## config.mk

```make
export PLATFORM = sky130hd
export DESIGN_NAME = elevation_text_tokenizer_core
export DESIGN_NICKNAME = d
export VERILOG_FILES = /design/src/hdl/etok_pkg.sv /design/src/hdl/etok_scan.sv /design/src/hdl/etok_value.sv /design/src/hdl/elevation_text_tokenizer_core.sv
export SDC_FILE = /design/constraint.sdc
export NUM_CORES = 1
export LEC_CHECK = 0
export ABC_AREA = 1
export ABC_CLOCK_PERIOD_IN_PS = 6500
export BUFFER_PORTS_ARGS = -buffer_cell sky130_fd_sc_hd__clkbuf_2
export CAP_MARGIN = 20
export CORE_ASPECT_RATIO = 0.8
export CORE_MARGIN = 5
export CORE_UTILIZATION = 45
export CTS_CLUSTER_SIZE = 10
export DETAILED_ROUTE_END_ITERATION = 8
export PLACE_DENSITY = 0.66
export SYNTH_ARGS = -nofsm -noshare
export SYNTH_HDL_FRONTEND = slang
export SYNTH_HIERARCHICAL = 1
export SYNTH_SLANG_ARGS = --single-unit
```

## constraint.sdc

```tcl
create_clock -name clock -period 6.5 [get_ports clock]
set_input_delay 0.325 -clock clock [delete_from_list [all_inputs] [get_ports clock]]
set_output_delay 0.325 -clock clock [all_outputs]
set_load 0.01 [all_outputs]
```

## src/hdl/etok_pkg.sv

```systemverilog
`timescale 1ns / 1ps
// ----------------------------------------------------------------------------
// etok_pkg
// Shared types and constants for the elevation text tokenizer.
// ----------------------------------------------------------------------------
package etok_pkg;

   localparam int HEIGHT_BITS   = 16;
   localparam int IPART_BITS    = HEIGHT_BITS + 1;
   localparam int PROD_BITS     = IPART_BITS + 3;
   localparam int CSR_ADDR_BITS = 3;
   localparam int CSR_DATA_BITS = 32;

   localparam logic [HEIGHT_BITS-1:0] HEIGHT_MAX  = {HEIGHT_BITS{1'b1}};
   localparam logic [IPART_BITS-1:0]  IPART_SAT   = {1'b1, {HEIGHT_BITS{1'b0}}};
   localparam logic [HEIGHT_BITS-1:0] SHELF_RESET = HEIGHT_BITS'(200);

   localparam logic [7:0] CHAR_MINUS = 8'h2D;
   localparam logic [7:0] CHAR_POINT = 8'h2E;
   localparam logic [7:0] CHAR_ZERO  = 8'h30;
   localparam logic [7:0] CHAR_NINE  = 8'h39;

   // register index, taken from paddr above the byte offset
   localparam logic REG_SHELF_OFFSET = 1'b0;

   typedef enum logic [2:0] {
      PH_START  = 3'd0,
      PH_SIGNED = 3'd1,
      PH_INT    = 3'd2,
      PH_POINT  = 3'd3,
      PH_FRAC   = 3'd4,
      PH_STOP   = 3'd5
   } phase_type;

   typedef struct packed {
      logic                  active;
      phase_type             phase;
      logic                  negative;
      logic                  seen_digit;
      logic [IPART_BITS-1:0] ipart;
      logic                  round_up;
   } token_type;

   typedef struct packed {
      logic      fire;
      logic      eot;
      token_type tok;
   } scan_type;

endpackage

```

## src/hdl/etok_scan.sv

```systemverilog
`timescale 1ns / 1ps
// ----------------------------------------------------------------------------
// etok_scan
// Token state register and the per-character prefix reader.
// ----------------------------------------------------------------------------
module etok_scan (
   input  logic              clock,
   input  logic              reset,
   input  logic              step,
   input  logic [7:0]        char_code,
   input  logic              last_char,
   output etok_pkg::scan_type scan
);
   import etok_pkg::*;

   token_type             tok_ff;
   token_type             tok_in;
   token_type             fed;
   phase_type             phase_next;
   logic                  dig;
   logic                  used;
   logic [3:0]            dval;
   logic [PROD_BITS-1:0]  prod;
   logic [IPART_BITS-1:0] ipart_dig;

   assign dig  = (char_code >= CHAR_ZERO) && (char_code <= CHAR_NINE);
   assign used = dig || (char_code == CHAR_MINUS) || (char_code == CHAR_POINT);
   assign dval = char_code[3:0];

   // accumulate one digit, saturate one above the height range
   assign prod = ({3'b000, tok_ff.ipart} << 3) + ({3'b000, tok_ff.ipart} << 1)
               + {{(PROD_BITS-4){1'b0}}, dval};
   assign ipart_dig = (prod > {3'b000, IPART_SAT}) ? IPART_SAT : prod[IPART_BITS-1:0];

   // next phase
   always_comb begin
      phase_next = tok_ff.phase;
      unique case (tok_ff.phase)
         PH_START: begin
            if (char_code == CHAR_MINUS) phase_next = PH_SIGNED;
            else if (dig)                phase_next = PH_INT;
            else                         phase_next = PH_POINT;
         end
         PH_SIGNED: begin
            if (dig)                          phase_next = PH_INT;
            else if (char_code == CHAR_POINT) phase_next = PH_POINT;
            else                              phase_next = PH_STOP;
         end
         PH_INT: begin
            if (dig)                          phase_next = PH_INT;
            else if (char_code == CHAR_POINT) phase_next = PH_POINT;
            else                              phase_next = PH_STOP;
         end
         PH_POINT: begin
            phase_next = dig ? PH_FRAC : PH_STOP;
         end
         PH_FRAC: begin
            phase_next = dig ? PH_FRAC : PH_STOP;
         end
         default: begin
            phase_next = PH_STOP;
         end
      endcase
   end

   // token fields after taking this character
   always_comb begin
      fed        = tok_ff;
      fed.active = 1'b1;
      fed.phase  = phase_next;
      unique case (tok_ff.phase)
         PH_START: begin
            if (char_code == CHAR_MINUS) begin
               fed.negative = 1'b1;
            end else if (dig) begin
               fed.ipart      = ipart_dig;
               fed.seen_digit = 1'b1;
            end
         end
         PH_SIGNED, PH_INT: begin
            if (dig) begin
               fed.ipart      = ipart_dig;
               fed.seen_digit = 1'b1;
            end
         end
         PH_POINT: begin
            if (dig) begin
               fed.seen_digit = 1'b1;
               fed.round_up   = (dval >= 4'd5);
            end
         end
         default: begin
         end
      endcase
   end

   // emit on a flushed token; drop the token after any emit or separator
   always_comb begin
      scan.fire = used ? last_char : tok_ff.active;
      scan.eot  = last_char;
      scan.tok  = used ? fed : tok_ff;
      tok_in    = (scan.fire || !used) ? '0 : fed;
   end

   always_ff @(posedge clock) begin
      if (reset) begin
         tok_ff <= '0;
      end else if (step) begin
         tok_ff <= tok_in;
      end
   end

endmodule

```

## src/hdl/etok_value.sv

```systemverilog
`timescale 1ns / 1ps
// ----------------------------------------------------------------------------
// etok_value
// Clamp, round and offset a finished token into an elevation and status.
// ----------------------------------------------------------------------------
module etok_value (
   input  etok_pkg::token_type                  tok,
   input  logic [etok_pkg::HEIGHT_BITS-1:0]     shelf_offset,
   output logic [etok_pkg::HEIGHT_BITS-1:0]     elevation,
   output logic                                 status
);
   import etok_pkg::*;

   logic [HEIGHT_BITS-1:0] base;
   logic [HEIGHT_BITS:0]   sum;

   always_comb begin
      if (tok.ipart >= {1'b0, HEIGHT_MAX}) begin
         base = HEIGHT_MAX;
      end else begin
         base = tok.ipart[HEIGHT_BITS-1:0] + {{(HEIGHT_BITS-1){1'b0}}, tok.round_up};
      end
      sum = {1'b0, base} + {1'b0, shelf_offset};

      elevation = '0;
      status    = 1'b0;
      if (!tok.seen_digit) begin
         status = 1'b1;
      end else if (!tok.negative && (base != '0)) begin
         elevation = sum[HEIGHT_BITS] ? HEIGHT_MAX : sum[HEIGHT_BITS-1:0];
      end
   end

endmodule

```

## src/hdl/elevation_text_tokenizer_core.sv

```systemverilog
`timescale 1ns / 1ps
// ----------------------------------------------------------------------------
// elevation_text_tokenizer_core
// Turns a stream of ASCII elevation text into clamped 16-bit elevations.
// ----------------------------------------------------------------------------
// Usage:
//   req_ channel: one character word per accepted beat (req_valid high,
//   req_stall low), with req_last_char marking the final byte of the text.
//   rsp_ channel: one elevation word per finished token, with status set
//   for a token that holds no digit and end_of_text set on the flush that
//   the last character causes.
//   csr_ port: APB-style; shelf_offset at byte address 0, reset value 200.
//   Write it only while the block is idle.
// Timing:
//   A character is captured in an input register, then the token reader
//   and the value formatter run combinationally into the output register.
//   rsp_valid rises when the output register loads the word of the character
//   that finishes a token; one character is taken every cycle unless stalled.
// Reset and stall:
//   Synchronous reset clears the token and both valid flags and restores
//   the offset to 200.
//   While rsp_stall holds a result, the input register holds too and
//   req_stall rises once it is full; no word is dropped or repeated.
// ----------------------------------------------------------------------------
module elevation_text_tokenizer_core (
   input  logic                                  clock,
   input  logic                                  reset,
   // character channel
   input  logic                                  req_valid,
   output logic                                  req_stall,
   input  logic [7:0]                            req_char_code,
   input  logic                                  req_last_char,
   // elevation channel
   output logic                                  rsp_valid,
   input  logic                                  rsp_stall,
   output logic [etok_pkg::HEIGHT_BITS-1:0]      rsp_elevation,
   output logic                                  rsp_status,
   output logic                                  rsp_end_of_text,
   // configuration port
   input  logic                                  csr_psel,
   input  logic                                  csr_penable,
   input  logic                                  csr_pwrite,
   input  logic [etok_pkg::CSR_ADDR_BITS-1:0]    csr_paddr,
   input  logic [etok_pkg::CSR_DATA_BITS-1:0]    csr_pwdata,
   output logic [etok_pkg::CSR_DATA_BITS-1:0]    csr_prdata,
   output logic                                  csr_pready
);
   import etok_pkg::*;

   // input register
   logic       in_valid_ff;
   logic [7:0] in_char_ff;
   logic       in_last_ff;

   // output register
   logic                   out_valid_ff;
   logic [HEIGHT_BITS-1:0] out_elev_ff;
   logic                   out_status_ff;
   logic                   out_eot_ff;

   logic [HEIGHT_BITS-1:0] shelf_offset_ff;

   logic                   advance;
   logic                   step;
   scan_type               scan;
   logic [HEIGHT_BITS-1:0] elev_in;
   logic                   status_in;
   logic                   reg_sel;

   // the output register can take a new word when empty or being drained
   assign advance   = !out_valid_ff || !rsp_stall;
   assign step      = in_valid_ff && advance;
   assign req_stall = in_valid_ff && !advance;

   // configuration: register index sits above the byte offset
   assign reg_sel    = csr_paddr[CSR_ADDR_BITS-1];
   assign csr_pready = 1'b1;
   assign csr_prdata = (reg_sel == REG_SHELF_OFFSET)
                     ? {{(CSR_DATA_BITS-HEIGHT_BITS){1'b0}}, shelf_offset_ff}
                     : '0;

   always_ff @(posedge clock) begin
      if (reset) begin
         shelf_offset_ff <= SHELF_RESET;
      end else if (csr_psel && csr_penable && csr_pwrite && csr_pready
                   && (reg_sel == REG_SHELF_OFFSET)) begin
         shelf_offset_ff <= csr_pwdata[HEIGHT_BITS-1:0];
      end
   end

   // capture a character whenever the input register is free
   always_ff @(posedge clock) begin
      if (reset) begin
         in_valid_ff <= 1'b0;
      end else if (!req_stall) begin
         in_valid_ff <= req_valid;
      end
   end

   always_ff @(posedge clock) begin
      if (req_valid && !req_stall) begin
         in_char_ff <= req_char_code;
         in_last_ff <= req_last_char;
      end
   end

   etok_scan u_scan (
      .clock     (clock),
      .reset     (reset),
      .step      (step),
      .char_code (in_char_ff),
      .last_char (in_last_ff),
      .scan      (scan)
   );

   etok_value u_value (
      .tok          (scan.tok),
      .shelf_offset (shelf_offset_ff),
      .elevation    (elev_in),
      .status       (status_in)
   );

   // advance the output register; a character that ends no token leaves it empty
   always_ff @(posedge clock) begin
      if (reset) begin
         out_valid_ff <= 1'b0;
      end else if (advance) begin
         out_valid_ff <= step && scan.fire;
      end
   end

   always_ff @(posedge clock) begin
      if (step && scan.fire) begin
         out_elev_ff   <= elev_in;
         out_status_ff <= status_in;
         out_eot_ff    <= scan.eot;
      end
   end

   assign rsp_valid       = out_valid_ff;
   assign rsp_elevation   = out_elev_ff;
   assign rsp_status      = out_status_ff;
   assign rsp_end_of_text = out_eot_ff;

endmodule

```

==> run metrics <==
clock insertion delay at the later pin of the skew report 0.34 ns; number of buffers added on ports 68; clk slew on worst S/H paths 0.06 ns; fin crit share 90.8%; max-cap violation count 0; Req. time, crit path 6.58 ns; DR vias/cell 4.87; largest net degree at the start of global routing 27; total number of vias 5884; fin util 50.8%; Cell Area, Synth 6450 um^2; Total GRT Usage 18.4%; Final Hold Viols 0; Hold Startpoint req_char_code[2]; Die Ht 117 um; reg2reg start in_char_ff[3]; Total Routed Length 15200 um; Worst Setup Start Kind flop; post-route cell area 7190 um^2; f_max 169 MHz; final setup vio count 0; Worst Path Arrival 5.98 ns; Starting Density 45.6%; WL/cell 12.6 um; die area 16800 um^2; P&R area growth vs syn 11.4%; Leakage 3.65 nW; Worst-Margin Slew 0.686 ns; crit path max fanout 11; Max Root-Sink Buffers 2; Critical Path Source in_char_ff[3]; root buf cell clkbuf_16; gpl congestion 0.915; non-filler cells, final 1207; cell mode on critical path nand2_1; Max VDD drop 144 uV; share of cells above drive strength 1 19.1%; hold crit path type in -> reg; vias in the first global route 5040; Worst Skew 0.00942 ns; ANT cells 0; status finished, final reports clean; max-slew violation count 0; Boundary Pins 104; mean area per synthesized cell 6.77 um^2; Die W 144 um; kind of critical path reg -> reg; H-tree levels 3; CTS tree built; Layout Nets 1123; FP Rows 39; DP Wirelength 12100 um; setup_tns 0 ns; Initial DRT Pass Iterations 5; Worst path slowest cell fa_1; Cell Area, Placed 6850 um^2; Slew headroom 54.3%; initial antenna violation count 0; Yosys warnings 6; Pwr per Cell Area 148 nW/um^2; synthesized netlist cell count 953; placed cell count 1188; hold_buf cts 0; ANT nets after route 0; crit-path max cell delay 0.58 ns; CORE AREA 14200 um^2; Critical Path End Type flop; CTS Sinks 69; GRT overflow 0; # DRC 0; setup repair after global routing missed its margin false; fin crit period 5.90 ns; global-route wire length before repair 25000 um; TritonCTS buffer count 9; Starting DRT DRC Count 460
[worst max-delay path: cells and delay by family (launching register included)]
| family | cells | cell delay [ns] |
|---|---|---|
| buffers and inverters | 4 | 0.43 |
| adder cells (fa/ha/maj) | 4 | 1.62 |
| XOR/XNOR | 1 | 0.17 |
| AND/OR/NAND/NOR | 19 | 2.29 |
| flip-flops | 1 | 0.45 |
| AO/OA/AOI/OAI | 3 | 0.67 |
[through the flow]
stage	worst slack, ns	hold slack (ns)	power (mW)
2_1_floorplan	1.40	0.394	0.553
5_1_grt	0.161	0.146	1.11
6_report	0.600	0.160	1.07
4_1_cts	0.532	0.150	1.08
3_5_place_dp	0.537	0.456	0.576
3_3_place_gp	0.562	0.452	0.575
[power by group]
part | internal, mW | switching, mW | total [mW]
logic | 0.0345 | 0.0671 | 0.102
registers | 0.459 | 0.00744 | 0.467
clock network | 0.301 | 0.198 | 0.498
[cell usage in the layout (no fill, tap or decap), types with 8 or more instances in the layout]
| cell | instances |
|---|---|
| a21oi_1 | 44 |
| ha_1 | 51 |
| nand4_1 | 18 |
| inv_1 | 130 |
| nand3_2 | 10 |
| a21oi_2 | 11 |
| nor2_2 | 29 |
| conb_1 | 17 |
| dfxtp_1 | 42 |
| nand3_1 | 63 |
| clkbuf_16 | 9 |
| edfxtp_1 | 27 |
| nor2_4 | 9 |
| nor2_1 | 105 |
| o21ai_0 | 8 |
| o21ai_4 | 9 |
| nand2_1 | 274 |
| xor2_1 | 9 |
| nand2_2 | 18 |
| clkbuf_2 | 68 |
[sequential cells by signal, summed over array words and instances (netlist names)]
signal           count
in_last_ff           1
rsp_end_of_text      1
shelf_offset_ff     16
in_char_ff           8
rsp_elevation       16
rsp_valid            1
rsp_status           1
in_valid_ff          1
u_scan/tok_ff       24
[path summary, 6_finish.rpt]
check / to / slack (ns) / cells past startpoint
max: rsp_elevation[7] / 0.60 / 31
min: in_char_ff[2] / 0.16 / 1
max reg2reg: rsp_elevation[7] / 0.60 / 31
min reg2reg: u_scan/tok_ff[18] / 0.46 / 2
[layout make-up]
cell class / count / area (um^2)
fillers: 1450 / 6960
well taps: 184 / 230
clock buffers: 10 / 229
multi-input cells: 726 / 4090
flip-flops and latches: 69 / 1650
inverters: 138 / 519
repair buffers: 74 / 398
clock inverters: 6 / 70.1
[layer usage]
layer  up-vias  track usage (%)  part of all wire [%]
met5         -                0                     0
met4         0             3.01                  0.63
met3         8             3.74                   6.7
met2       148             25.5                    40
met1      2597             29.4                    53
li1       3131                -                     -
[timing repair]
item	4_1_cts	5_1_grt
gates resized for setup	0	1
setup endpoints to repair	0	6
setup buffers	0	3
hold endpoints to repair	0	0
No activity file was read; power rests on OpenSTA's default activity.
